$ cat config.mk
export PLATFORM = sky130hd
export DESIGN_NAME = nbl_ram
export DESIGN_NICKNAME = d
export VERILOG_FILES = /design/src/hdl/nbl_ram.sv
export SDC_FILE = /design/constraint.sdc
export NUM_CORES = 2
export LEC_CHECK = 0
export ABC_AREA = 1
export BUFFER_PORTS_ARGS = -buffer_cell sky130_fd_sc_hd__buf_2
export CAP_MARGIN = 0
export CORE_MARGIN = 3
export CORE_UTILIZATION = 25
export CTS_CLUSTER_SIZE = 8
export DETAILED_ROUTE_END_ITERATION = 6
export GPL_ROUTABILITY_DRIVEN = 0
export GPL_TIMING_DRIVEN = 0
export PLACE_DENSITY = 0.41
export REMOVE_ABC_BUFFERS = 1
export SYNTH_ARGS = -nofsm -noshare
export SYNTH_HDL_FRONTEND = slang
export SYNTH_SLANG_ARGS = --single-unit
export TNS_END_PERCENT = 30
$ cat constraint.sdc
create_clock -name clk -period 7.1 [get_ports clk]
set_clock_uncertainty 0.2 [all_clocks]
set_input_delay 1.775 -clock clk [delete_from_list [all_inputs] [get_ports clk]]
set_output_delay 1.775 -clock clk [all_outputs]
set_load 0.03 [all_outputs]
$ cat src/hdl/nbl_ram.sv
// Simple dual-port RAM: one write port, one registered read port.
`default_nettype none
module nbl_ram #(
	parameter int W     = 32,
	parameter int DEPTH = 64
) (
	input  wire                       clk,
	input  wire                       we,
	input  wire [$clog2(DEPTH)-1:0]   waddr,
	input  wire [W-1:0]               wdata,
	input  wire [$clog2(DEPTH)-1:0]   raddr,
	output logic [W-1:0]              rdata
);
	logic [W-1:0] mem [DEPTH];

	always_ff @(posedge clk) begin
		if (we)
			mem[waddr] <= wdata;
		rdata <= mem[raddr];
	end
endmodule
`default_nettype wire

### After elaboration in Yosys (flattened, before gate mapping)

Memory sizes are Yosys's and may differ from the RTL's. A register that Yosys moved wholly into a read port is not among the register bits.
Cells that the tools add are included.

* muxes and demuxes: 2

Operator list (count)
* two-way mux 1 bit: 2

* flip-flop bits (word level): 0
* RAM bits: 2048
* bits of input ports: 46
* output and inout bits: 32
* logic and storage cells: 3
* memories kept: 1

Memories
* mem: depth 64, width 32, rd ports 1, clocked after Yosys merged registers in 1, wr ports 1, RTL line 14 `logic [W-1:0] mem [DEPTH];`

### Logic depth before layout (Yosys ltp)

* word-level depth: 2
* mapped depth: 13
* depth with buffers taken out: 9

### Least setup slack after synthesis

OpenSTA, ideal clock, no wires.

* kind: input to register
* from: in we
* to: mem mem[48][0] (enable)
* library setup time: 502 ps
* data arrival time: 5403 ps
* required time: 6398 ps
* setup slack: 995 ps
* stages on the path: 3
* path buffers: 1
* cells stage by stage: clkbuf_1 -> nand4_1 -> nor4_1

* longest elaborated chain between the ends: 2

RTL lines
* from (decl): RTL line 8 `input wire we,`
* two-way mux 1 bit: RTL line 17 `if (we)`
* two-way mux 1 bit (not written as such): RTL line 18 `mem[waddr] <= wdata;`
* to (decl): RTL line 14

Every way passes these cells.

==> run_summary.xml <==
<?xml version="1.0" encoding="UTF-8"?>
<metrics>
  <group name="outcome">
    <metric name="run_status" unit="">completed</metric>
  </group>
  <group name="cts">
    <metric name="inserted_clock_buffers" unit="">301</metric>
    <metric name="htree_levels" unit="">5</metric>
    <metric name="cts_tree" unit="">built</metric>
    <metric name="clkSinkCount" unit="">2080</metric>
    <metric name="clockRootBuffer" unit="">sky130_fd_sc_hd__clkbuf_16</metric>
    <metric name="post_cts_resized" unit="">0</metric>
    <metric name="cts_buffer_depth" unit="">4</metric>
    <metric name="worst_skew_pair.late_latency" unit="ns">0.83</metric>
    <metric name="cts_hold_buf" unit="">0</metric>
    <metric name="worst_path_clk_slew" unit="ns">0.05</metric>
    <metric name="cts.repair_timing.setup_buffer_count" unit="">0</metric>
  </group>
  <group name="sta">
    <metric name="worst_slew_pin_slew" unit="ns">1.34</metric>
    <metric name="fin_crit_sh" unit="">0.873</metric>
    <metric name="grt_setup_unrepaired" unit="">no</metric>
    <metric name="post-route-min-period" unit="ns">6.20</metric>
    <metric name="finalMaxSlewViolations" unit="">0</metric>
    <metric name="setup_viol" unit="">0</metric>
    <metric name="slew-limit-headroom" unit="">0.110</metric>
    <metric name="worst_slack" unit="ns">0.902</metric>
    <metric name="fmaxAchievable" unit="MHz">161</metric>
    <metric name="finalHoldViolCount" unit="">0</metric>
  </group>
  <group name="floorplan">
    <metric name="die_w" unit="µm">581</metric>
    <metric name="row_count" unit="">210</metric>
    <metric name="io-pin-count" unit="">78</metric>
    <metric name="die-height" unit="µm">581</metric>
    <metric name="die_area" unit="µm²">338000</metric>
    <metric name="initial_core_util" unit="">0.252</metric>
    <metric name="design.core.area" unit="µm²">328000</metric>
  </group>
  <group name="run">
    <metric name="maxCapViolations" unit="">0</metric>
  </group>
  <group name="route">
    <metric name="remaining_drc_errors" unit="">0</metric>
    <metric name="wl" unit="µm">271000</metric>
    <metric name="antenna_violating_nets_post_route" unit="">0</metric>
    <metric name="via_count" unit="">52672</metric>
    <metric name="detail_route.first_pass.iterations" unit="">5</metric>
    <metric name="post_drt_via_cell_ratio" unit="">4.67</metric>
    <metric name="routed_wire_length_per_instance" unit="µm">24.0</metric>
    <metric name="drtIter0Drc" unit="">4204</metric>
  </group>
  <group name="critical_path">
    <metric name="timing.setup.critical_path_class" unit="">in -&gt; reg</metric>
    <metric name="r2r_depth" unit="">8</metric>
    <metric name="critical_path.startpoint_type" unit="">input port</metric>
    <metric name="worst_r2r_startpoint" unit="">mem[25][24]$_DFFE_PP_</metric>
    <metric name="worst-endpoint-arrival" unit="ns">6.71</metric>
    <metric name="timing.critical_path.to_type" unit="">flip-flop</metric>
    <metric name="r2r_setup_slack" unit="ns">4.87</metric>
    <metric name="worstPathRequired" unit="ns">7.62</metric>
    <metric name="regToRegEndpoint" unit="">rdata[24]$_DFF_P_</metric>
    <metric name="path_max_fanout" unit="">203</metric>
  </group>
  <group name="placed_design">
    <metric name="placement.setup.worst_slack" unit="ns">-0.203</metric>
    <metric name="detailedPlacementHpwl" unit="µm">146000</metric>
    <metric name="numPortBuffers" unit="">77</metric>
  </group>
  <group name="power_and_ir_drop">
    <metric name="p_switching" unit="mW">6.28</metric>
    <metric name="power.density" unit="nW/µm²">287</metric>
    <metric name="sw_share" unit="">0.224</metric>
    <metric name="total_leakage_power" unit="nW">33.5</metric>
    <metric name="clkPwrFrac" unit="">0.454</metric>
    <metric name="pwr-share-comb" unit="">0.060</metric>
    <metric name="vdd_ir_drop_max" unit="mV">0.180</metric>
    <metric name="internal_power_summed_over_all_cells" unit="mW">21.8</metric>
    <metric name="share_seq_of_total_power" unit="">0.486</metric>
  </group>
  <group name="grt">
    <metric name="grt_pass1_vias" unit="">50143</metric>
    <metric name="grt_overflow_total" unit="">0</metric>
    <metric name="antenna_found_initial" unit="">25</metric>
    <metric name="use_met3" unit="">0.0206</metric>
    <metric name="met2_use_gr" unit="">0.257</metric>
    <metric name="grt_usage" unit="">0.155</metric>
    <metric name="global_route.usage.met1" unit="">0.207</metric>
    <metric name="gr-max-usage-layer" unit="">met2</metric>
    <metric name="grt_start_max_net_pins" unit="">204</metric>
    <metric name="grt_first_pass_wirelength" unit="µm">383000</metric>
  </group>
  <group name="layout">
    <metric name="final-seq-area" unit="µm²">62100</metric>
    <metric name="fillCellCount" unit="">33007</metric>
    <metric name="area.growth.synth_to_final" unit="%">18.4</metric>
    <metric name="final_layout_size_suffix_gt1_frac" unit="">0.0904</metric>
    <metric name="multi_input_area" unit="µm²">18800</metric>
    <metric name="final_core_util" unit="">0.298</metric>
    <metric name="final_net_count" unit="">6906</metric>
  </group>
  <group name="worst_hold_path">
    <metric name="whs_path_depth" unit="">8</metric>
    <metric name="min_to" unit="">rdata[7]$_DFF_P_</metric>
    <metric name="min-delay-start" unit="">mem[62][7]$_DFFE_PP_</metric>
    <metric name="worst_hold_path_type" unit="">reg -&gt; reg</metric>
  </group>
  <group name="synthesis">
    <metric name="syn_avg_cell_area" unit="µm²">12.2</metric>
    <metric name="synth.lib_cells_used.distinct" unit="">16</metric>
    <metric name="synth_seq_cells" unit="">2080</metric>
    <metric name="sequential_fraction_of_the_synthesis_area" unit="">0.751</metric>
    <metric name="synthCells" unit="">6769</metric>
    <metric name="ys.warnings.count" unit="">0</metric>
    <metric name="area_of_the_mapped_netlist" unit="µm²">82700</metric>
  </group>
</metrics>
area by class of cell:
class / count / area share
flip-flops and latches: 2080 / 0.635
multi-input cells: 4228 / 0.192
clock buffers: 354 / 0.0816
well taps: 4346 / 0.0555
repair buffers: 237 / 0.0349
inverters: 12 / 0.000882
clock inverters: 6 / 0.000537
diodes: 14 / 0.000358
worst max-delay path: stages:
cell	delay (ns)
sky130_fd_sc_hd__buf_8	0.24
sky130_fd_sc_hd__buf_16	0.31
sky130_fd_sc_hd__buf_16	0.29
sky130_fd_sc_hd__inv_16	0.39
sky130_fd_sc_hd__buf_16	0.41
sky130_fd_sc_hd__buf_16	0.68
sky130_fd_sc_hd__buf_16	0.51
sky130_fd_sc_hd__nand2_1	0.11
sky130_fd_sc_hd__nand3_1	0.11
sky130_fd_sc_hd__nand3_1	0.08
sky130_fd_sc_hd__nand3_1	0.11
sky130_fd_sc_hd__nand3_1	0.27
sky130_fd_sc_hd__nand2_1	0.17
sky130_fd_sc_hd__nand2_1	0.29
sky130_fd_sc_hd__nand2_1	0.34
logic make-up after synthesis:
group | count (synthesis) | synth area share
flip-flops | 2080 | 0.751
buffers and inverters | 461 | 0.0278
AND/OR/NAND/NOR | 4228 | 0.221
stage by stage:
step           std cells  TNS [ns]  total power, mW  hold slack (ns)  area [µm²]
6_report           11277         0             28.1            0.623       97900
5_1_grt            11267         0             29.0            0.678       97900
4_1_cts            11263         0             28.4            0.636       97800
3_5_place_dp       10903    -0.272             15.6            0.622       89800
3_3_place_gp       10743  -3211.34             15.8            0.633       86300
2_1_floorplan       6320    -12.25             14.6            0.520       80500
synthesized netlist by cell type:
library cell / n / share of area
sky130_fd_sc_hd__buf_2: 282 / 0.017
sky130_fd_sc_hd__dfxtp_1: 32 / 0.0077
sky130_fd_sc_hd__buf_6: 3 / 0.00041
sky130_fd_sc_hd__nor2_1: 56 / 0.0025
sky130_fd_sc_hd__edfxtp_1: 2048 / 0.74
sky130_fd_sc_hd__inv_4: 1 / 0.000076
sky130_fd_sc_hd__nor4_1: 8 / 0.00060
sky130_fd_sc_hd__nand2_1: 2248 / 0.10
sky130_fd_sc_hd__buf_4: 45 / 0.0041
sky130_fd_sc_hd__inv_1: 9 / 0.00041
sky130_fd_sc_hd__buf_8: 2 / 0.00036
sky130_fd_sc_hd__inv_2: 2 / 0.000091
sky130_fd_sc_hd__nand3_1: 1907 / 0.12
sky130_fd_sc_hd__nand4_1: 9 / 0.00068
sky130_fd_sc_hd__buf_1: 40 / 0.0018
sky130_fd_sc_hd__clkbuf_1: 77 / 0.0035
sequential cells by signal (all words and copies together), names as in the netlist:
register	flops
mem	2048
rdata	32
per-layer routing:
layer  vias to the layer above  routed length (µm)
met2                      1412              129000
met3                       386               13200
met1                     26638              118000
met4                         2               10600
li1                      24234                   -
met5                         -                   7
power by group through the flow:
stage | clock, mW | combinational, mW | sequential (mW)
detailed placement | 0 | 1.70 | 13.9
finish | 12.7 | 1.68 | 13.6
floorplan | 0 | 0.724 | 13.9
CTS | 13.1 | 1.70 | 13.7
global route | 13.6 | 1.83 | 13.6
global placement | 0 | 1.93 | 13.9
placed cells by master, fill, tap and decap left out:
cell	Yosys	final
sky130_fd_sc_hd__nor4_2	0	8
sky130_fd_sc_hd__buf_12	0	54
sky130_fd_sc_hd__buf_2	282	42
sky130_fd_sc_hd__nand2_1	2248	2248
sky130_fd_sc_hd__diode_2	0	14
sky130_fd_sc_hd__inv_8	0	3
sky130_fd_sc_hd__edfxtp_1	2048	2048
sky130_fd_sc_hd__buf_6	3	10
sky130_fd_sc_hd__inv_6	0	6
sky130_fd_sc_hd__nand4_1	9	9
sky130_fd_sc_hd__dfxtp_1	32	32
sky130_fd_sc_hd__buf_8	2	4
sky130_fd_sc_hd__clkbuf_16	0	313
sky130_fd_sc_hd__clkbuf_1	77	41
sky130_fd_sc_hd__nand3_1	1907	1907
sky130_fd_sc_hd__inv_16	0	1
sky130_fd_sc_hd__inv_1	9	7
sky130_fd_sc_hd__nor2_4	0	56
sky130_fd_sc_hd__buf_4	45	77
sky130_fd_sc_hd__buf_16	0	50
sky130_fd_sc_hd__inv_4	1	1
worst max path at each step:
stage	slack, ns	startpoint	depth (start not counted)	end
2_1_floorplan	-0.41	raddr[0]	9	rdata[17]$_DFF_P_
3_3_place_gp	-66.39	raddr[0]	10	rdata[24]$_DFF_P_
3_5_place_dp	-0.20	raddr[0]	15	rdata[10]$_DFF_P_
4_1_cts	0.66	raddr[0]	15	rdata[10]$_DFF_P_
5_1_grt	0.55	raddr[0]	15	rdata[10]$_DFF_P_
6_report	0.90	raddr[0]	15	rdata[10]$_DFF_P_
Note: power is estimated with default switching activity, not from simulation.
