--- config.mk ---
export PLATFORM = sky130hd
export DESIGN_NAME = nbl_div
export DESIGN_NICKNAME = d
export VERILOG_FILES = /design/src/hdl/nbl_div.sv
export SDC_FILE = /design/constraint.sdc
export NUM_CORES = 1
export LEC_CHECK = 0
export BUFFER_PORTS_ARGS = -buffer_cell sky130_fd_sc_hd__buf_4
export CAP_MARGIN = 25
export CORE_MARGIN = 4
export CORE_UTILIZATION = 30
export DETAILED_ROUTE_END_ITERATION = 8
export PLACE_DENSITY = 0.48
export SLEW_MARGIN = 30
export SYNTH_ARGS = -nofsm -noshare
export SYNTH_HDL_FRONTEND = slang
export SYNTH_SLANG_ARGS = --single-unit
--- constraint.sdc ---
create_clock -name clk -period 6.61 [get_ports clk]
set_input_delay 0.9915 -clock clk [delete_from_list [all_inputs] [get_ports clk]]
set_output_delay 0.9915 -clock clk [all_outputs]
set_load 0.005 [all_outputs]
--- src/hdl/nbl_div.sv ---
// Restoring 64/64 unsigned divider, one quotient bit per cycle.
`default_nettype none
module nbl_div (
	input  wire         clk,
	input  wire         arst_n,
	input  wire         start,
	input  wire  [63:0] num,
	input  wire  [63:0] den,
	output logic        done,
	output logic [63:0] quo
);
	logic [63:0] q_q, den_q;
	logic [64:0] rem_q;
	logic [5:0]  cnt_q;
	logic        busy_q, done_q;
	logic [64:0] rem_sh;
	logic        take;

	always_comb begin
		rem_sh = {rem_q[63:0], q_q[63]};
		take   = rem_sh >= {1'b0, den_q};
		done   = done_q;
		quo    = q_q;
	end

	always_ff @(posedge clk or negedge arst_n) begin
		if (!arst_n) begin
			busy_q <= 1'b0;
			done_q <= 1'b0;
			cnt_q  <= '0;
		end else begin
			done_q <= 1'b0;
			if (start) begin
				busy_q <= 1'b1;
				cnt_q  <= '0;
			end else if (busy_q) begin
				cnt_q <= cnt_q + 6'd1;
				if (cnt_q == 6'd63) begin
					busy_q <= 1'b0;
					done_q <= 1'b1;
				end
			end
		end
	end

	always_ff @(posedge clk) begin
		if (start) begin
			q_q   <= num;
			den_q <= den;
			rem_q <= '0;
		end else if (busy_q) begin
			rem_q <= take ? (rem_sh - {1'b0, den_q}) : rem_sh;
			q_q   <= {q_q[62:0], take};
		end
	end
endmodule
`default_nettype wire

# Yosys cells after proc, flatten, opt, wreduce, memory -nomap -nowiden
# Index checks and enable logic that the tools add are counted.
# Widths: inputs -> output; s select.
# classes
n_addsub,2
magnitude_cmp,1
eq_ne,1
muxes,11
reduce_logical,1
# ops
op,n
$mux 64,3
$ge 65x64->1,1
$sub 64x64->64,1
$mux 6,2
$add 6x1->6 const B,1
$eq 6x6->1 const B,1
$mux 1,6
$reduce_bool 2->1,1
# totals
register_bits,200
in_bits,131
out_inout_bits,65
word_cells,22

# Longest topological paths before layout
# Gate-level depths: netlist of run 1.
# logic_depth
word_depth,4
ltp_mapped,15
mapped_depth_nobuf,14

# Least setup slack after synthesis of run 1
# Ideal clock, no wire load.
# synth_path
path_kind,in2reg
start,in start
end,"reg q_q[0] (netlist: quo[0]), enable pin"
setup_ps,418
arrival_time_ps,2883
t_required_ps,6192
path_slack_ps,3310
stages,4
path_buffers,2
path_cell_list,clkbuf_1 -> clkbuf_1 -> nor2_1 -> inv_1
# synth_between
elab_chain_len,1
# synth_rtl
element,line,text
"start, declared",6,"input wire start,"
$reduce_bool 2->1 (no source line),n/a,
"end signal, assigned",48,q_q <= num;
"end signal, assigned",53,"q_q <= {q_q[62:0], take};"
"end, declared",12,"logic [63:0] q_q, den_q;"
# No other way between the ends.
# A chain may end at the register's enable or synchronous reset.

# Final worst setup path of run 1
# layout_path
start,reg den_q[3]
end,reg rem_q[50]
# layout_between
elab_chain_len,2
word_cells_on_any_way,3
cone_classes,1 x add/sub; 1 x order compare; 1 x mux
# layout_rtl
element,line,text
"start, declared",12,
"start signal, assigned",49,den_q <= den;
$sub 64x64->64 or $ge 65x64->1 (tied branches),"52, 21",
$mux 64 *,52,"rem_q <= take ? (rem_sh - {1'b0, den_q}) : rem_sh;"
"end signal, assigned",52,
"end, declared",13,logic [64:0] rem_q;
# Mark *: on every way between the ends. The rest lies on a longest branch, timed or not.

==> results of run 1 <==
## synthesized netlist by cell type, types with 7 or more instances
library cell	count
mux2_2	64
xnor2_1	31
o21ai_0	54
nand3_1	16
and2_1	9
a31oi_1	10
a211oi_1	46
mux2i_1	23
nor2_1	112
o21bai_1	14
and3_1	18
dfrtp_1	8
o21a_1	10
nor2b_1	12
inv_1	77
buf_2	20
nor3_1	14
dfxtp_1	64
a41oi_1	7
edfxtp_1	128
nand2_1	82
a21oi_1	106
o211ai_1	9
ha_1	65
xor2_1	26
a21o_1	25
clkbuf_1	51
nand2b_1	11
nand4_1	27
## stage by stage
stage	worst slack [ps]	hold WS, ps	instances
3_3_place_gp	2920	491	1874
4_1_cts	2880	304	1906
2_1_floorplan	3310	461	1229
6_report	2850	334	1906
3_5_place_dp	2890	494	1874
5_1_grt	2590	300	1906
## area by class of cell
cell class	instances	share of cell area
timing repair buffer	202	0.105
sequential	200	0.369
clock buffer	17	0.0294
clock inverter	15	0.0121
inverter	77	0.0200
tap	518	0.0448
multi-input combinational	877	0.419
## power breakdown
group	switching, mW	internal [mW]	leakage [nW]
sequential	0.194	1.60	1.93
combinational	1.64	1.19	3.93
clock	0.535	0.574	0.297
total	2.37	3.37	6.16
## worst paths after layout
kind | cells after the start | end | startpoint
max reg2reg | 11 | rem_q[50] | den_q[3]
max | 11 | rem_q[50] | den_q[3]
min in group clk | 2 | rem_q[17] | rem_q[17]
min reg2reg | 2 | rem_q[17] | rem_q[17]
max in group asynchronous | 1 | busy_q | arst_n
min | 1 | cnt_q[4] | arst_n
## state kept, by name, summed over array words and instances, names as in the netlist
| register | count |
|---|---|
| busy_q | 1 |
| cnt_q | 6 |
| den_q | 64 |
| done | 1 |
| quo | 64 |
| rem_q | 64 |
## logic make-up (layout without fill, tap and decap cells)
logic type | after synthesis | after routing | synth area share
AOI/OAI and AO/OA | 339 | 339 | 0.184
and+or+nand+nor | 328 | 328 | 0.131
DFF | 200 | 200 | 0.444
buffers and inverters | 152 | 311 | 0.0507
muxes | 87 | 87 | 0.0793
adders and majority gates | 66 | 66 | 0.0695
xor gates and xnor gates | 57 | 57 | 0.0416
## worst max-delay path: stages, from the launching register on
cell and delay (ps):
edfxtp_1 330, inv_1 50, ha_1 350, a21o_1 200
a21oi_1 190, a211oi_1 150, o211ai_1 460, nand4_1 270
a21oi_4 200, buf_4 680, nand2b_1 540, o21ai_0 180
## layer usage
metal	up-vias	share of wire
met2	268	0.44
met3	35	0.075
met4	0	0.021
li1	4809	-
met5	-	0
met1	4560	0.46
==> flow_summary.yaml, run 1 <==
outcome:
  status: "completed"
die:
  core-area_um2: 39100
  fp.dieW_um: 208
  pin_count: 196
  dieHeight_um: 208
  die_area_um2: 43200
  initial_core_util: 0.307
  rows: 72
critical_path:
  crit_fanout: 72
  rrSetupSlack_ps: 2850
  end_kind: "flip-flop"
  crit_type: "reg2reg"
  crit_arrival_ps: 4080
  start_kind: "flip-flop"
  cp_data_required_time_ps: 6930
pwr:
  p_per_area_nw_per_um2: 397
  vdd_drop_max_mv: 0.238
  power.leakage_nw: 6.16
  total_power_mw: 5.74
synth:
  synth_edf_count: 128
  synth-main-ff-cell: "edfxtp_1"
  yosys.area.top_type_share: 0.320
  synthDistinctLibCells: 69
  syn_nets: 1426
  seq_area_frac_synth: 0.444
  synth_seq_cells: 200
  netlist_area_um2: 12000
  postSynthAreaPerCell_um2: 9.76
  synth_area_leaders: "edfxtp_1 (32%), dfxtp_1 (11%), ha_1 (6.8%)"
  yosys_warnings: 0
  async_flop_share: 0.0400
  syn_inst: 1229
  yosys.area.top_type: "edfxtp_1"
place:
  placed_area_um2: 13900
  io_buffers: 195
  dp_hpwl_um: 25400
  place_congestion: 0.847
finish:
  area_delta_synth_final_pct: 20.5
  antenna_cells: 0
  regArea_um2: 5330
  fill_cells: 4026
  mostFrequentLayoutCells: "buf_4 (201), edfxtp_1 (128), nor2_1 (112)"
  multi_input_area_um2: 6060
  layout_commonest_cell: "buf_4"
  drive_gt1_frac: 0.227
  finalCoreUtilization: 0.370
  layout.nets: 1572
  final_area_um2: 14500
grt:
  antenna_found_initial: 0
  grt_pass1_vias: 9922
  globalRouteOverflowTotal: 0
  use_met2: 0.242
  grt_pass1_wl_um: 55400
  gr-max-usage-layer: "met2"
  grtUsageTotal: 0.158
  use_met3: 0.0586
  use_met1: 0.209
  grt_max_degree: 74
clocking:
  clkTransAtPathRegs_ps: 80
  cts_resized: 0
  post_cts_buffers: 0
  cts_tree: "yes"
  cts.sinks: 200
  clockBufferDepth: 2
  cts_inserted_buffers: 17
  h-tree-depth: 4
  clockRootBuffer: "clkbuf_16"
  cts_hold_buf: 0
  clk_latency_ps: 470
routing:
  drc_errors: 0
  vias_per_cell: 5.07
  wl_um: 34400
  vias: 9672
  drt_iter0_markers: 569
  first_pass_iters: 5
  ant_nets: 0
  wl_per_cell_um: 18.1
sta:
  finalMaxSlewViolations: 0
  tns_ps: 0
  fmax_mhz: 266
  rsz0062_at_grt: "no"
  worst_pin_slew_ps: 897
  hold_viol: 0
  slew-limit-headroom: 0.398
  fin_worst_skew_ps: 16.2
  finalSetupViolations: 0
  fin_crit_sh: 0.568
  period_needed_ps: 3760
flow_run:
  maxCapViolations: 0
worst_hold_path:
  min_path_type: "in2async"
No activity file was read; power rests on OpenSTA's default activity.
==> run 2: changes to the inputs <==
==> constraint.sdc (replaced) <==
create_clock -name clk -period 3.72 [get_ports clk]
set_input_delay 0.558 -clock clk [delete_from_list [all_inputs] [get_ports clk]]
set_output_delay 0.558 -clock clk [all_outputs]
set_load 0.005 [all_outputs]
==> run 2 against run 1 <==
Against the previous run:
- worst setup slack worse by 2600 ps
- design area grew 1.0%
- routed wire length is essentially flat
- first-iteration DRC count down 12%
- clock power rose by 75%
- maximum frequency rose by 9.5%
- clock skew decreased by 3.8 ps
- via count decreased by 0.14%
==> flow_summary.yaml, run 2 (synthesis gave the netlist of run 1 again) <==
clocking:
  post_cts_buffers: 0
  clockBufferDepth: 2
  clockRootBuffer: "clkbuf_16"
  cts.sinks: 200
  cts_tree: "yes"
  h-tree-depth: 4
  cts_inserted_buffers: 17
  clk_latency_ps: 470
  clkTransAtPathRegs_ps: 80
finish:
  drive_gt1_frac: 0.233
  mostFrequentLayoutCells: "buf_4 (210), edfxtp_1 (128), nor2_1 (112)"
  fill_cells: 4019
  final_area_um2: 14600
  final_cells: 1919
  area_delta_synth_final_pct: 21.7
  antenna_cells: 0
  layout.nets: 1585
  layout_commonest_cell: "buf_4"
sta:
  slew-limit-headroom: 0.416
  whs_ps: 261
  period_needed_ps: 3430
  fin_crit_sh: 0.923
  fin_worst_skew_ps: 12.4
  fmax_mhz: 291
  hold_viol: 0
  worst_pin_slew_ps: 872
  finalSetupViolations: 0
  rsz0062_at_grt: "no"
  tns_ps: 0
  finalMaxSlewViolations: 0
routing:
  vias: 9658
  drt_iter0_markers: 499
  wl_per_cell_um: 17.9
  first_pass_iters: 5
  vias_per_cell: 5.03
  wl_um: 34400
  ant_nets: 0
  drc_errors: 0
grt:
  grt_max_degree: 86
  globalRouteOverflowTotal: 0
  antenna_found_initial: 0
  grt_pass1_wl_um: 55800
  grt_pass1_vias: 10100
  grtUsageTotal: 0.158
critical_path:
  crit_type: "reg2reg"
  crit_fanout: 4
  crit_arrival_ps: 3810
  end_kind: "flip-flop"
  crit_chain: "inv_1 -> ha_1 -> inv_1 -> fa_1 -> a211oi_2 -> o21ai_1 -> a21bo_2 -> a41oi_1 -> o221ai_1 -> or2_2 -> a31oi_1 -> xnor2_1 -> mux2i_1 -> a211oi_1"
  path_common_cell: "inv_1"
  cp_data_required_time_ps: 4100
  start_kind: "flip-flop"
  cp_num_buf_inv: 2
  cp_slowest_cell: "fa_1"
  critPathMaxStageDelay_ps: 440
  cp_top_family: "compound AO/OA/AOI/OAI gates"
die:
  initial_core_util: 0.307
  rows: 72
  dieHeight_um: 208
  core-area_um2: 39100
  fp.dieW_um: 208
  die_area_um2: 43200
  pin_count: 196
place:
  placedCellCount: 1886
  io_buffers: 195
  placed_area_um2: 14000
  dp_hpwl_um: 25800
  place_congestion: 0.831
pwr:
  p_per_area_nw_per_um2: 703
  power.leakage_nw: 6.23
  vdd_drop_max_mv: 0.331
flow_run:
  maxCapViolations: 0
worst_hold_path:
  min_path_type: "in2reg"
outcome:
  status: "completed"
-- run 2: stage by stage --
step                      setup slack (ps)  total power [mW]   util
after global routing                  6.82              11.1  0.373
after detailed placement               197              8.35  0.358
after CTS                              194              10.4  0.373
after floorplan                        512              6.97      -
after global placement                 290              8.36  0.358
final                                  288              10.3  0.373
-- run 2: per-layer routing --
layer / track usage / vias to the layer above / wire length, µm
met4: 0.0367 / 0 / 450
li1: - / 4844 / -
met5: 0 / - / 0
met3: 0.0554 / 26 / 2450
met1: 0.210 / 4534 / 15900
met2: 0.250 / 254 / 15600
-- run 2: worst paths after layout --
check | cells past startpoint | slack [ps] | end | from
setup / recovery | 14 | 290 | rem_q[48] | quo[63]
hold / removal | 1 | 260 | den_q[58] | den[58]
setup reg to reg | 14 | 290 | rem_q[48] | quo[63]
hold reg to reg | 2 | 500 | rem_q[16] | rem_q[16]
max in group asynchronous | 2 | 3100 | busy_q | arst_n
min in group asynchronous | 2 | 470 | done | arst_n
-- run 2: power by group --
group	total (mW)	switching, mW	internal [mW]	leakage (nW)
Clock	1.94	0.928	1.02	0.290
Sequential	3.19	0.338	2.85	1.93
Combinational	5.14	2.93	2.21	4.01
-- run 2: timing repair --
| action | in CTS | in global routing |
|---|---|---|
| hold buffers | 1 | 0 |
| resized for setup | 0 | 2 |
| setup endpoints to repair | 0 | 2 |
| endpoints found under the hold margin | 8 | 0 |
-- run 2: final cells by class --
class	instances	area, µm²	share of cell area
timing repair buffer	215	1660	0.114
clock inverter	13	166	0.0114
clock buffer	19	433	0.0297
tap	518	648	0.0444
inverter	77	289	0.0198
sequential	200	5330	0.365
multi-input combinational	877	6070	0.416
