**src/hdl/nbl_pkg.sv**
```systemverilog
// Shared types, constants and saturation helpers for the leapfrog integrator.
`default_nettype none
package nbl_pkg;

	localparam int FRAC_BITS       = 16;
	localparam int MAX_BODIES_DEF  = 64;
	localparam int CFG_IW          = 2;
	localparam int CFG_DW          = 31;

	localparam logic [CFG_IW-1:0] REG_GRAV  = 2'd0;
	localparam logic [CFG_IW-1:0] REG_TSCL  = 2'd1;
	localparam logic [CFG_IW-1:0] REG_SOFT  = 2'd2;
	localparam logic [CFG_IW-1:0] REG_SUBST = 2'd3;

	localparam logic [30:0] GRAV_RST  = 31'd327680000;
	localparam logic [30:0] TSCL_RST  = 31'd131072;
	localparam logic [30:0] SOFT_RST  = 31'd655;
	localparam logic [3:0]  SUBST_RST = 4'd3;

	localparam logic [63:0] CAP62    = 64'h4000_0000_0000_0000;
	localparam logic [63:0] INT64MAX = 64'h7FFF_FFFF_FFFF_FFFF;
	localparam logic [63:0] ACC_MAX  = 64'h0000_7FFF_FFFF_FFFF;
	localparam logic [63:0] TERM_MAX = 64'h0000_0100_0000_0000;
	localparam logic [63:0] H_MAX    = 64'h0000_0000_7FFF_FFFF;

	typedef enum logic [4:0] {
		S_LOAD, S_HMUL, S_HGO, S_HWAIT, S_CLR, S_NRD, S_NLAT, S_MRD, S_MLAT,
		S_MGO, S_MWAIT, S_SGO, S_SWAIT, S_DGO, S_DWAIT, S_MWR, S_NWR,
		S_URD, S_ULAT, S_UWR, S_ORD, S_OLAT, S_OUT
	} state_t;

	typedef enum logic [2:0] {
		PH_FORCE0, PH_KICKH, PH_DRIFT, PH_FORCE, PH_KICK, PH_KICKN
	} phase_t;

	typedef enum logic [3:0] {
		M_DX, M_DY, M_DEN, M_FMM, M_FMN, M_TNX, M_TNY, M_TMX, M_TMY, M_UX, M_UY
	} mop_t;

	// acc +/- term, term below 2^47, saturated to signed 48 bits
	function automatic logic signed [47:0] addsat48(input logic signed [47:0] acc,
			input logic [63:0] term, input logic neg);
		logic signed [48:0] t;
		logic signed [48:0] s;
		begin
			t = {2'b00, term[46:0]};
			s = {acc[47], acc} + (neg ? -t : t);
			if (s > 49'sh0_7FFF_FFFF_FFFF)
				addsat48 = 48'sh7FFF_FFFF_FFFF;
			else if (s < -49'sh0_8000_0000_0000)
				addsat48 = 48'sh8000_0000_0000;
			else
				addsat48 = s[47:0];
		end
	endfunction

	// base +/- term, term at most 2^40, saturated to signed 32 bits
	function automatic logic signed [31:0] sat32(input logic signed [31:0] base,
			input logic [63:0] term, input logic neg);
		logic signed [42:0] t;
		logic signed [42:0] s;
		begin
			t = {2'b00, term[40:0]};
			s = {{11{base[31]}}, base} + (neg ? -t : t);
			if (s > 43'sh000_7FFF_FFFF)
				sat32 = 32'sh7FFF_FFFF;
			else if (s < -43'sh000_8000_0000)
				sat32 = 32'sh8000_0000;
			else
				sat32 = s[31:0];
		end
	endfunction

	function automatic logic [47:0] mag48(input logic signed [47:0] v);
		begin
			mag48 = v[47] ? 48'(-v) : 48'(v);
		end
	endfunction

endpackage
`default_nettype wire

```
**src/hdl/nbl_mul.sv**
```systemverilog
// 64x64 unsigned multiply from four 32x32 partial products, >> FRAC_BITS, capped.
`default_nettype none
module nbl_mul (
	input  wire         clk,
	input  wire         arst_n,
	input  wire         start,
	input  wire  [63:0] a,
	input  wire  [63:0] b,
	input  wire  [63:0] lim,
	output logic        done,
	output logic [63:0] res
);
	import nbl_pkg::*;

	logic [63:0]  a_q, b_q, lim_q;
	logic [127:0] acc_q;
	logic [63:0]  pp_s1;
	logic [1:0]   psh_s1;
	logic [2:0]   cnt_q;
	logic         busy_q, done_q;
	logic [31:0]  ah, bh;
	logic [127:0] pp_sh, shr;

	always_comb begin
		ah = cnt_q[0] ? a_q[63:32] : a_q[31:0];
		bh = cnt_q[1] ? b_q[63:32] : b_q[31:0];
		unique case (psh_s1)
			2'd0:    pp_sh = {64'd0, pp_s1};
			2'd1:    pp_sh = {32'd0, pp_s1, 32'd0};
			2'd2:    pp_sh = {pp_s1, 64'd0};
			default: pp_sh = '0;
		endcase
		shr  = acc_q >> FRAC_BITS;
		res  = (shr > {64'd0, lim_q}) ? lim_q : shr[63:0];
		done = done_q;
	end

	always_ff @(posedge clk or negedge arst_n) begin
		if (!arst_n) begin
			busy_q <= 1'b0;
			done_q <= 1'b0;
			cnt_q  <= '0;
		end else begin
			done_q <= 1'b0;
			if (start) begin
				busy_q <= 1'b1;
				cnt_q  <= '0;
			end else if (busy_q) begin
				cnt_q <= cnt_q + 3'd1;
				if (cnt_q == 3'd4) begin
					busy_q <= 1'b0;
					done_q <= 1'b1;
				end
			end
		end
	end

	always_ff @(posedge clk) begin
		if (start) begin
			a_q   <= a;
			b_q   <= b;
			lim_q <= lim;
			acc_q <= '0;
		end else if (busy_q) begin
			if (cnt_q <= 3'd3) begin
				pp_s1  <= {32'd0, ah} * {32'd0, bh};
				psh_s1 <= {1'b0, cnt_q[0]} + {1'b0, cnt_q[1]};
			end
			if (cnt_q != 3'd0)
				acc_q <= acc_q + pp_sh;
		end
	end
endmodule
`default_nettype wire

```
**config.mk**
```make
export PLATFORM = sky130hd
export DESIGN_NAME = nbl_mul
export DESIGN_NICKNAME = d
export VERILOG_FILES = /design/src/hdl/nbl_pkg.sv /design/src/hdl/nbl_mul.sv
export SDC_FILE = /design/constraint.sdc
export NUM_CORES = 2
export LEC_CHECK = 0
export BUFFER_PORTS_ARGS = -buffer_cell sky130_fd_sc_hd__buf_2
export CORE_UTILIZATION = 55
export DETAILED_ROUTE_END_ITERATION = 12
export PLACE_DENSITY = 0.78
export SLEW_MARGIN = 0
export SYNTH_ARGS = -nofsm -noshare
export SYNTH_HDL_FRONTEND = slang
export SYNTH_SLANG_ARGS = --single-unit
export TNS_END_PERCENT = 20
```
**constraint.sdc**
```tcl
create_clock -name clk -period 8.9 [get_ports clk]
set_input_delay 1.78 -clock clk [delete_from_list [all_inputs] [get_ports clk]]
set_output_delay 1.78 -clock clk [all_outputs]
set_load 0.01 [all_outputs]
```
---- Word-level counts from Yosys, hierarchy flattened ----
Index checks and enable logic that the tools add are counted.
word-level totals
  bits in registers ....................... 391
  output and inout bits ................... 65
cells by class
  $add $sub $neg .......................... 3
  multiply operators ...................... 1
  $lt $le $gt $ge ......................... 2
  eq/ne operators ......................... 3
  multiplexer cells ....................... 12
  bitwise operators ....................... 1
  reduce and logical (&&, ||, !) cells .... 5
operators with widths
  cell                                                                    count
  128-bit case mux with 3 select lines                                    1
  128-bit adder                                                           1
  112-bit by 64-bit greater-than comparator with 1-bit output             1
  32-bit by 32-bit multiplier with 64-bit output                          1
  32-bit two-way mux                                                      2
  64-bit two-way mux                                                      1
  1-bit two-way mux                                                       6
  3-bit two-way mux                                                       2
  3-bit by 1-bit adder with 3-bit output (second input constant)          1
  3-bit equality test (second input constant)                             1
  3-bit by 2-bit <= comparator with 1-bit output (second input constant)  1
  3-bit AND reduction                                                     1
  3-bit nonzero test                                                      1
  1-bit by 1-bit adder with 2-bit output                                  1
  2-bit by 1-bit equality test with 1-bit output (second input constant)  1
  2-bit equality test (second input constant)                             1
  2-bit zero test                                                         1
  2-bit AND reduction                                                     1
  2-bit nonzero test                                                      1
  1-bit inverter                                                          1

---- Logic depth before layout (Yosys ltp) ----
  depth after elaboration ................. 4
  gate-level depth with buffers ........... 36
  depth with buffers taken out ............ 31

---- Least setup slack after synthesis ----
OpenSTA, ideal clock, no wires.
  kind .................................... flip-flop to flip-flop
  start ................................... reg cnt_q[0]
  end ..................................... reg pp_s1[61] (data pin)
  setup time .............................. 263 ps
  arrival ................................. 8808 ps
  path slack .............................. -171 ps
  cell stages (with the launch flop) ...... 32
  clock period less this slack ............ 9071 ps
  cells stage by stage .................... dfrtp_1 -> clkbuf_1 -> buf_1 -> buf_1 -> mux2i_1 -> clkbuf_1 -> nor2_1 -> fa_1 -> inv_1 -> fa_1 -> fa_1 -> fa_1 -> inv_1 -> fa_1 -> fa_1 -> fa_1 -> inv_1 -> fa_1 -> inv_1 -> ha_1 -> clkbuf_1 -> nand4_1 -> or3b_2 -> or4_1 -> o32a_1 -> nand3_1 -> a21oi_1 -> o21ai_0 -> a21oi_1 -> nor2_1 -> a311oi_1 -> xnor2_1
between the ends
  word-level cells in the longest chain between the ends .. 2
ends and longest elaborated chain
  what                                            line           RTL
  start, declared                                 nbl_mul.sv:19  logic [2:0] cnt_q;
  start signal, assigned                          nbl_mul.sv:49  cnt_q <= cnt_q + 3'd1;
  32-bit two-way mux                              nbl_mul.sv:25  ah = cnt_q[0] ? a_q[63:32] : a_q[31:0];
  32-bit by 32-bit multiplier with 64-bit output  nbl_mul.sv:66  pp_s1 <= {32'd0, ah} * {32'd0, bh};
  end signal, assigned                            nbl_mul.sv:66
  end, declared                                   nbl_mul.sv:17  logic [63:0] pp_s1;
No other way between the ends.
A chain may end at the register's enable or synchronous reset.

---- Worst setup path in the final report ----
  start ................................... reg cnt_q[1]
  end ..................................... reg pp_s1[60] (data pin)
between the ends
  word-level cells in the longest chain between the ends .. 2
ends and longest elaborated chain
  what                                            line           RTL
  32-bit two-way mux                              nbl_mul.sv:26  bh = cnt_q[1] ? b_q[63:32] : b_q[31:0];
  32-bit by 32-bit multiplier with 64-bit output  nbl_mul.sv:66
No other way between the ends.

==> run metrics <==
commonest non-fill, non-tap cells in the layout=inv_1, fa_1, nor2_1, nand2_1, ha_1; # port buffers=approximately 260; Die Span Y=325 um; ys flop type=edfxtp_1; vias in the first global route=50.0k; register area share after synthesis=0.181; drt total wl=206,000 um; clock tree buffer depth=3; Synth Area in Adders=0.412; kind of cell adding the most delay to the critical path=adder cells; final setup vio count=0; Compound-Gate Fraction of Synth Area=0.102; mapped cell area=57,500 um^2; Cell Count, Final, Fillers Out=8,196; die area=106,000 um^2; Starting Density=0.555; share of layout cells above drive strength 1=0.128; clk sinks=391; Critical Path Fanout Max=16; Top cell by count, worst path=fa_1; DRT iter0 DRCs=~4.9k; Worst Path Buf+Inv=8; EDFF count, synth=about 260; WL/cell=25.2 um; slew margin rel.=0.237; vias per cell=5.93; WS Path Type=reg2reg; Util after Layout=0.624; # IOs=260; Post-DRT Antenna Nets=0; H-tree levels=2; multiplexer share of the synthesized area=0.0417; placed cells=8,078; drt first pass iters=6; Worst path slowest cell=fa_1; crit share post-route=0.993; routed vias=48.6k; clock skew=0.0390 ns; shortest period the worst path allows=8.84 ns; antenna violations before repair=15; Core Region=104,000 um^2; Clock Pin Slew Worst Setup and Hold Paths=0.06 ns; commonest non-fill, non-tap cell in the layout=inv_1; maximum clock frequency=113 MHz; status=complete, no violations; GP Congestion=1.04; CP startpoint kind=register; synth-to-layout area growth=12.4%; max_cap viols=0; fin nets=8,311; Hold/Removal Path Class=reg2reg; worst hold margin=0.461 ns; Worst Path Required=9.32 ns; endpoints failing hold=0; CP Data Arrival Time=between 9 and 10 ns; Synth Area in Simple Gates=0.146; fillers=8,812; number of max-slew violations in the final report=0; grt ovf=0; largest family of logic cells by synthesized area=adder cells; worst-skew pair later-pin latency=approximately 0.69 ns; Netlist cell types=71; RSZ-0062 raised after global routing=yes; largest net degree at the start of global routing=158; first-pass GRT wire length=306,000 um; Yosys warnings=0; R2R Setup Slk=0.06 ns; Worst setup EP type=register; # rows=118; Post-synth ARST share=0.0128; synthesized instance count=6,446; hpwl dp=167,000 um; XOR/XNOR share of the synthesized area=0.0273; synthesized flop and latch total=391; CP peak stage delay=0.56 ns; Syn Nets=7,995; gr usage total=0.390; total CTS buffers=47; syn avg cell area=8.92 um^2; die width=325 um; Least-Margin Pin Slew=1.14 ns; DRC Markers=0; clock root cell=clkbuf_16; CTS tree=yes
==> worst paths after layout <==
check	startpoint	endpoint	cells past startpoint
worst max register to register	cnt_q[1]	pp_s1[60]	31
worst min-delay path	acc_q[11]	acc_q[11]	2
max in group asynchronous	arst_n	cnt_q[0]	1
min in group asynchronous	arst_n	done	1
worst min register to register	acc_q[11]	acc_q[11]	2
worst max-delay path	cnt_q[1]	pp_s1[60]	31
==> per-stage QoR <==
stage | instance area [um^2] | setup WS, ns | TNS, ns
after floorplan | 57500 | 0.109 | 0
after global placement | 62500 | -0.0615 | -0.153
after detailed placement | 62500 | -0.210 | -1.20
after CTS | 64200 | -0.0174 | -0.0272
after global routing | 64600 | -0.145 | -0.253
final | 64600 | 0.0586 | 0
==> repair_timing <==
action / CTS / global route
endpoints found under the setup margin: 11 / 17
resized for setup: 12 / 50
cloned: 0 / 3
hold buffers: 0 / 0
setup buffers: 0 / 12
pin swaps: 0 / 1
==> routing by layer <==
metal | global-route usage | vias up | routed length, um
met2 | 0.616 | 2833 | 92700
li1 | - | 21400 | -
met1 | 0.472 | 23600 | 74400
met3 | 0.102 | 764 | 22300
met4 | 0.253 | 14 | 16900
met5 | 0 | - | 108
==> sequential cells by signal (all words and copies together), names as in the netlist <==
signal	count
busy_q	1
a_q	64
lim_q	64
b_q	64
acc_q	128
cnt_q	3
done	1
psh_s1	2
pp_s1	64
==> layout make-up <==
type,instances,area (um^2),area share
multi-input cells,4693,42400,0.655
flip-flops and latches,391,10400,0.162
repair buffers,581,4460,0.0691
inverters,1048,3930,0.0609
well taps,1380,1730,0.0267
clock buffers,60,1230,0.0191
clock inverters,28,428,0.00662
diodes,15,37.5,0.000581
==> cells by family after synthesis <==
group / Yosys count
and+or+nand+nor: 1982
buffers and inverters: 1362
adders and majority gates: 1354
AOI/OAI and AO/OA: 954
DFF: 391
muxes: 224
xor gates and xnor gates: 179
==> cells in the mapped netlist (23+ instances only) <==
master	number	area, um^2
xor2_1	61	534
dfxtp_1	128	2560
ha_1	457	5720
o21ai_0	197	986
xnor2_1	118	1030
edfxtp_1	258	7750
nand3_1	46	230
mux2_2	122	1370
nand2_1	767	2880
a31oi_1	26	163
clkbuf_1	283	1060
nor4_1	23	144
a21o_1	138	1040
nor3_1	47	235
fa_1	897	18000
a22o_1	35	307
inv_1	1048	3930
mux2i_1	97	971
nor2b_1	26	163
o21bai_1	55	413
nand4_1	102	638
a21oi_1	365	1830
and2_1	76	475
nor2_1	804	3020
==> worst reg2reg max path: cells and delay by family, from the launching register on <==
kind / cells / cell delay, ns
compound gates: 5 / 1.00
fa+ha+maj: 9 / 4.48
mux: 1 / 0.24
simple gates: 7 / 1.15
buf+inv: 8 / 1.05
xor+xnor: 1 / 0.12
flops: 1 / 0.53
Power is left out: the tool's default activity adds up to more than one toggle a clock period on the data nets, which glitch-free logic cannot reach.
