===== src/hdl/nbl_pkg.sv =====
// Shared types, constants and saturation helpers for the leapfrog integrator.
`default_nettype none
package nbl_pkg;

	localparam int FRAC_BITS       = 16;
	localparam int MAX_BODIES_DEF  = 64;
	localparam int CFG_IW          = 2;
	localparam int CFG_DW          = 31;

	localparam logic [CFG_IW-1:0] REG_GRAV  = 2'd0;
	localparam logic [CFG_IW-1:0] REG_TSCL  = 2'd1;
	localparam logic [CFG_IW-1:0] REG_SOFT  = 2'd2;
	localparam logic [CFG_IW-1:0] REG_SUBST = 2'd3;

	localparam logic [30:0] GRAV_RST  = 31'd327680000;
	localparam logic [30:0] TSCL_RST  = 31'd131072;
	localparam logic [30:0] SOFT_RST  = 31'd655;
	localparam logic [3:0]  SUBST_RST = 4'd3;

	localparam logic [63:0] CAP62    = 64'h4000_0000_0000_0000;
	localparam logic [63:0] INT64MAX = 64'h7FFF_FFFF_FFFF_FFFF;
	localparam logic [63:0] ACC_MAX  = 64'h0000_7FFF_FFFF_FFFF;
	localparam logic [63:0] TERM_MAX = 64'h0000_0100_0000_0000;
	localparam logic [63:0] H_MAX    = 64'h0000_0000_7FFF_FFFF;

	typedef enum logic [4:0] {
		S_LOAD, S_HMUL, S_HGO, S_HWAIT, S_CLR, S_NRD, S_NLAT, S_MRD, S_MLAT,
		S_MGO, S_MWAIT, S_SGO, S_SWAIT, S_DGO, S_DWAIT, S_MWR, S_NWR,
		S_URD, S_ULAT, S_UWR, S_ORD, S_OLAT, S_OUT
	} state_t;

	typedef enum logic [2:0] {
		PH_FORCE0, PH_KICKH, PH_DRIFT, PH_FORCE, PH_KICK, PH_KICKN
	} phase_t;

	typedef enum logic [3:0] {
		M_DX, M_DY, M_DEN, M_FMM, M_FMN, M_TNX, M_TNY, M_TMX, M_TMY, M_UX, M_UY
	} mop_t;

	// acc +/- term, term below 2^47, saturated to signed 48 bits
	function automatic logic signed [47:0] addsat48(input logic signed [47:0] acc,
			input logic [63:0] term, input logic neg);
		logic signed [48:0] t;
		logic signed [48:0] s;
		begin
			t = {2'b00, term[46:0]};
			s = {acc[47], acc} + (neg ? -t : t);
			if (s > 49'sh0_7FFF_FFFF_FFFF)
				addsat48 = 48'sh7FFF_FFFF_FFFF;
			else if (s < -49'sh0_8000_0000_0000)
				addsat48 = 48'sh8000_0000_0000;
			else
				addsat48 = s[47:0];
		end
	endfunction

	// base +/- term, term at most 2^40, saturated to signed 32 bits
	function automatic logic signed [31:0] sat32(input logic signed [31:0] base,
			input logic [63:0] term, input logic neg);
		logic signed [42:0] t;
		logic signed [42:0] s;
		begin
			t = {2'b00, term[40:0]};
			s = {{11{base[31]}}, base} + (neg ? -t : t);
			if (s > 43'sh000_7FFF_FFFF)
				sat32 = 32'sh7FFF_FFFF;
			else if (s < -43'sh000_8000_0000)
				sat32 = 32'sh8000_0000;
			else
				sat32 = s[31:0];
		end
	endfunction

	function automatic logic [47:0] mag48(input logic signed [47:0] v);
		begin
			mag48 = v[47] ? 48'(-v) : 48'(v);
		end
	endfunction

endpackage
`default_nettype wire


===== src/hdl/nbl_sqrt.sv =====
// Bit-serial integer root: floor(sqrt(d << FRAC_BITS)), two radicand bits per cycle.
`default_nettype none
module nbl_sqrt (
	input  wire         clk,
	input  wire         arst_n,
	input  wire         start,
	input  wire  [63:0] d,
	output logic        done,
	output logic [63:0] root
);
	import nbl_pkg::*;

	logic [127:0] x_q;
	logic [65:0]  rem_q;
	logic [63:0]  root_q;
	logic [5:0]   cnt_q;
	logic         busy_q, done_q;
	logic [67:0]  rem_sh, trial;
	logic         take;

	always_comb begin
		rem_sh = {rem_q, x_q[127:126]};
		trial  = {2'b00, root_q, 2'b01};
		take   = rem_sh >= trial;
		done   = done_q;
		root   = root_q;
	end

	always_ff @(posedge clk or negedge arst_n) begin
		if (!arst_n) begin
			busy_q <= 1'b0;
			done_q <= 1'b0;
			cnt_q  <= '0;
		end else begin
			done_q <= 1'b0;
			if (start) begin
				busy_q <= 1'b1;
				cnt_q  <= '0;
			end else if (busy_q) begin
				cnt_q <= cnt_q + 6'd1;
				if (cnt_q == 6'd63) begin
					busy_q <= 1'b0;
					done_q <= 1'b1;
				end
			end
		end
	end

	always_ff @(posedge clk) begin
		if (start) begin
			x_q    <= {64'd0, d} << FRAC_BITS;
			rem_q  <= '0;
			root_q <= '0;
		end else if (busy_q) begin
			x_q <= {x_q[125:0], 2'b00};
			if (take) begin
				rem_q  <= 66'(rem_sh - trial);
				root_q <= {root_q[62:0], 1'b1};
			end else begin
				rem_q  <= rem_sh[65:0];
				root_q <= {root_q[62:0], 1'b0};
			end
		end
	end
endmodule
`default_nettype wire


===== config.mk =====
export PLATFORM = sky130hd
export DESIGN_NAME = nbl_sqrt
export DESIGN_NICKNAME = d
export VERILOG_FILES = /design/src/hdl/nbl_pkg.sv /design/src/hdl/nbl_sqrt.sv
export SDC_FILE = /design/constraint.sdc
export NUM_CORES = 1
export LEC_CHECK = 0
export BUFFER_PORTS_ARGS = -buffer_cell sky130_fd_sc_hd__buf_2
export CAP_MARGIN = 15
export CORE_ASPECT_RATIO = 1.25
export CORE_UTILIZATION = 55
export CTS_CLUSTER_DIAMETER = 80
export DETAILED_ROUTE_END_ITERATION = 10
export PLACE_DENSITY = 0.75
export SYNTH_ARGS = -nofsm -noshare
export SYNTH_HDL_FRONTEND = slang
export SYNTH_SLANG_ARGS = --single-unit
export TNS_END_PERCENT = 5

===== constraint.sdc =====
create_clock -name clk -period 3.4 [get_ports clk]
set_input_delay 0 -clock clk [delete_from_list [all_inputs] [get_ports clk]]
set_output_delay 0 -clock clk [all_outputs]
set_load 0.01 [all_outputs]

* Word-level counts from Yosys, hierarchy flattened *
Index checks and enable logic that the tools add are counted.

cells by class
  $add $sub $neg = 2
  multiply operators = 0
  div/mod/pow operators = 0
  $lt $le $gt $ge = 1
  equality and inequality tests = 1
  shift operators = 0
  mux-type cells = 12
  bitwise operators = 0
  reduce and logical (&&, ||, !) cells = 1

operator list
  operator                                                        count
  80-bit two-way mux                                              2
  68-bit by 66-bit greater-or-equal comparator with 1-bit output  1
  66-bit two-way mux                                              1
  66-bit subtractor                                               1
  6-bit two-way mux                                               2
  1-bit two-way mux                                               7
  6-bit by 1-bit adder with 6-bit output (second input constant)  1
  6-bit == test (second input constant)                           1
  2-bit nonzero test                                              1

storage, ports and cells
  register bits = 250
  bits in latches = 0
  bits in writable memories = 0
  ROM bits = 0
  bits of input ports = 67
  output and inout port bits = 65
  memories = 0

* Logic depth before layout (Yosys ltp) *
  word-level depth = 4
  depth in mapped cells = 15
  mapped depth without buffers = 13

* Least setup slack after synthesis *
No wires, ideal clock.

  path type = reg2reg
  from = register root_q[6], in the netlist root[6]
  to = register rem_q[63]
  library setup time = 0.086 ns
  arrival = 2.955 ns
  required time = 3.314 ns
  slack = 0.360 ns
  stages on the path, launching flop included = 15
  buffers on the path = 1
  path through = dfxtp_1 > inv_1 > ha_1 > clkbuf_1 > a21oi_1 > o21ai_0 > a211oi_1 > o211ai_2 > a31o_2 > a21oi_2 > o41ai_1 > o31ai_1 > xnor2_1 > mux2i_1 > a211oi_1

on the way
  word-level cells in the longest chain between the ends = 2
  elaborated cells between the ends (all ways) = 3
  those cells by class = add/sub: 1; order compare: 1; mux: 1

ends and longest elaborated chain
  element                                                                                                     line                            source
  start: declaration                                                                                          nbl_sqrt.sv:15                  logic [63:0] root_q;
  start signal: assignment                                                                                    nbl_sqrt.sv:58                  root_q <= {root_q[62:0], 1'b1};
  start signal: assignment                                                                                    nbl_sqrt.sv:61                  root_q <= {root_q[62:0], 1'b0};
  66-bit subtractor / 68-bit by 66-bit greater-or-equal comparator with 1-bit output (equally long branches)  nbl_sqrt.sv:57, nbl_sqrt.sv:24
  66-bit two-way mux (*)                                                                                      nbl_sqrt.sv:56                  if (take) begin
  end signal: assignment                                                                                      nbl_sqrt.sv:57                  rem_q <= 66'(rem_sh - trial);
  end signal: assignment                                                                                      nbl_sqrt.sv:60                  rem_q <= rem_sh[65:0];
  end: declaration                                                                                            nbl_sqrt.sv:14                  logic [65:0] rem_q;

Every way passes the cells marked *; elsewhere a longest branch is shown, timed or not.
A chain may end at the register's enable or synchronous reset.

* Worst setup path in the final report *
  from = register root_q[52], in the netlist root[52]
  to = register rem_q[34]

on the way
  word-level cells in the longest chain between the ends = 2

ends and longest elaborated chain
  element                                                         line            source
  68-bit by 66-bit greater-or-equal comparator with 1-bit output  nbl_sqrt.sv:24  take = rem_sh >= trial;
  66-bit two-way mux                                              nbl_sqrt.sv:56

Every way passes these cells.

==> results.md <==
* Final Non-Filler Cells at 2103
* Sw power at 6393 uW
* Critical path's slowest cell: o41ai_4
* CP cell instances: inv_1 -> ha_2 -> nand4_1 -> nor4b_4 -> buf_4 -> nand4_1 -> o41ai_4 -> a21oi_2 -> o221ai_2 -> a21oi_4 -> buf_12 -> inv_4 -> buf_12 -> nand2_1 -> a311oi_1
* Syn_nets at 1674
* Hold Crit Endpoint: x_q[86]
* Critical path class: register to register
* Slowest stage delay, CP at 450 ps
* Yosys Warn Count at 0
* Hold Crit Depth at 2
* Detailed Routing Iterations Pass 1 at 5
* Synth Area in XOR/XNOR at 4.084%
* Largest family of logic cells by synthesized area: compound AO/OA/AOI/OAI gates
* Pre-CTS setup slack at -88.88 ps
* Routing usage on met3 at 3.996%
* Crit start category: register
* CTS buffer count at 26
* Worst setup margin at 114.0 ps
* RR Endpoint: rem_q[34]
* Status: complete, no violations
* Vert. Die Dim at 180.0 um
* Antenna Nets Post-Route at 0
* Post-synth ARST share at 3.200%
* Hold Path Class: input port to register
* Launch point of the worst path: root[52]
* Normalized max-slew margin at 39.85%
* Most common cell after layout, fill and taps aside: nor2_1
* Crit path max-delay family: compound AO/OA/AOI/OAI gates
* Least-Margin Pin Slew at 902.2 ps
* H-Tree Depth at 1
* Critical path peak fanout at 9
* Post-synthesis mux area share at 14.15%
* Reg2reg path depth at 15
* Io pins at 132
* Post-synthesis compound-gate area fraction at 15.85%
* Reg power frac at 23.8%
* Final Hold Viols at 0
* Row cnt at 64
* Clock tree from TritonCTS: yes
* Synthesized flop and latch total at 250
* Lkg Pwr at 0.007972 uW
* Post-synthesis area per instance at 9.052 um^2
* Global routing's busiest layer: met2
* Yosys cell types at 73
* Worst clock skew at 13.57 ps
* Final Net Count at 1887
* Largest net degree at the start of global routing at 93
* Placer Congestion at 0.9303
* FF-to-FF Start: root[52]
* Area occupied by multi-input gates at 0.007904 mm^2
* Switch share at 40.41%
* GR Util met1 at 30.95%
* Synth Cell Area at 0.01394 mm^2
* Cells after DPL at 1978
* Hold Path Origin: start
* Max IR drop VDD at 513.1 uV
* Most used DFF post-synth: dfxtp_1
* Buffers on Ports at 131
* Final period utilization at 96.65%
* Total grt overflow at 0
* Final setup fails at 0
* Clk slew on worst S/H paths at 60 ps
* Clock network fraction of total power at 19.2%
* Overall Global Routing Usage at 27.05%
* Pwr/cell area at 913.2 mW/mm^2
* Die X at 144.4 um
* Logic pwr share at 57.0%
* Register area share after synthesis at 40.79%
* Most frequent cells in the layout: 223 x nor2_1, 163 x dfxtp_1, 130 x buf_2, 125 x mux2i_1, 121 x nand2_1
* Post-Synth Simple-Gate Area at 13.80%
* Overall routed net length at 36240 um
* Ratio of cells with drive above 1 in the final layout at 23.29%
* Worst EP arrival at 3720 ps
* Clock Sinks at 250
* Vias in the first global route at 11.85k
* Drc violations at 0
* Die area at 0.02599 mm^2
* Adder-cell area share of the yosys netlist at 6.014%
* Crit. End Element: register
* Iteration-0 DRC Markers at 641
* Max Cap Viol at 0
* Worst-Skew Late Latency at 530 ps
* Sequential Area at 0.005710 mm^2
* Area Growth Syn to Fin at 24.28%
* Detailed Place HPWL at 22630 um
* Routing usage on met2 at 49.31%
* DR vias/cell at 5.749
* Initial antenna violation count at 0
* Longest Clk Path Bufs at 3
* Req. time, crit path at 3830 ps
* Util after Layout at 70.24%
* Antenna Cells at 0
* Wirelength per Cell at 17.23 um
* Cell count after synthesis at 1540
* First-pass GRT wire length at 56810 um
* Initial core utilization at 56.52%
* Number of flops mapped to enable cells by yosys at 64
* Unrepaired setup endpoints after global routing: true
* CP Buf/Inv Count at 5
* R2R setup slack at 110 ps
* Highest Clock Rate at 304.3 MHz
* Max-slew violations at 0
* Minimum clock period at 3286 ps
* Internal power at 9428 uW
* Filler cells at 1845
* Via Count at 12.09k
* Dominant cell type by area after synthesis: dfxtp_1
* CTS root buf: clkbuf_16
* Top post-synthesis cells by area: dfxtp_1 26%, edfxtp_1 14%, mux2i_1 9.0%
* Core area at 0.02466 mm^2
* Synth top area share at 25.56%
## metal layers
metal	vias to the layer above	part of all wire (%)
met2	381	52
li1	5860	-
met3	123	5.1
met1	5727	39
met5	-	0
met4	0	4.3
## per-stage QoR
step | total power, uW | TNS [ps] | hold slack, ps | area [um^2]
5_1_grt | 16840 | -608.0 | 88.40 | 17320
2_1_floorplan | 9611 | 0 | -295.6 | 13940
6_report | 15820 | 0 | 75.22 | 17320
3_3_place_gp | 11560 | -0.5509 | -148.7 | 15200
3_5_place_dp | 11680 | -578.3 | -150.7 | 15200
4_1_cts | 14850 | 0 | 51.79 | 16790
## cell type report
type	instances	area share (%)
clock buffers	37	4.348
clock inverters	11	0.9100
inverters	88	1.921
multi-input cells	1107	45.62
flip-flops and latches	250	32.96
well taps	330	2.383
repair buffers	280	11.85
## flip-flops by register name, indices dropped and copies added (netlist names)
| register | flops |
|---|---|
| root | 64 |
| busy_q | 1 |
| done | 1 |
| cnt_q | 6 |
| rem_q | 66 |
| x_q | 112 |
## power groups by stage
stage	clock [uW]	sequential, uW	combinational (uW)
2_1_floorplan	0	3710	5900
3_3_place_gp	0	3780	7780
3_5_place_dp	0	3790	7890
4_1_cts	3070	3730	8050
5_1_grt	3210	3810	9830
6_report	3030	3770	9020
## synth_stat cells, types with 13 or more instances
cell      number
nand2b_1      15
nor3_1        15
o211ai_1      34
nand4_1       26
o21ai_0       75
nand2_1      121
o21bai_1      13
mux2i_1      125
a21oi_1       98
buf_2         13
clkbuf_1      64
dfxtp_1      178
a211oi_1      24
xor2_1        27
a21o_1        16
nor2_1       223
inv_1         87
ha_1          67
mux2_2        63
xnor2_1       38
edfxtp_1      64
## how the worst max path moves through the flow
| stage | end | slack, ps | cells past startpoint |
|---|---|---|---|
| after detailed placement | rem_q[61] | -90 | 13 |
| after CTS | rem_q[61] | 20 | 12 |
| after floorplan | rem_q[63] | 360 | 14 |
| after global placement | rem_q[61] | -0.6 | 12 |
| after global routing | rem_q[63] | -140 | 15 |
| final | rem_q[34] | 110 | 15 |
## logic make-up after synthesis
group                    count (synthesis)
multiplexers                           189
adder cells (fa/ha/maj)                 67
XOR/XNOR                                65
flip-flops                             250
AND/OR/NAND/NOR                        446
buffers and inverters                  183
AO/OA/AOI/OAI                          340
## repair_timing
item,CTS,global route
buffers inserted,0,9
endpoints found under the hold margin,72,0
pin swaps,0,21
gates resized for setup,4,90
cloned,0,2
setup endpoints to repair,15,59
hold buffers,66,0
(Power assumes the default switching activity.)
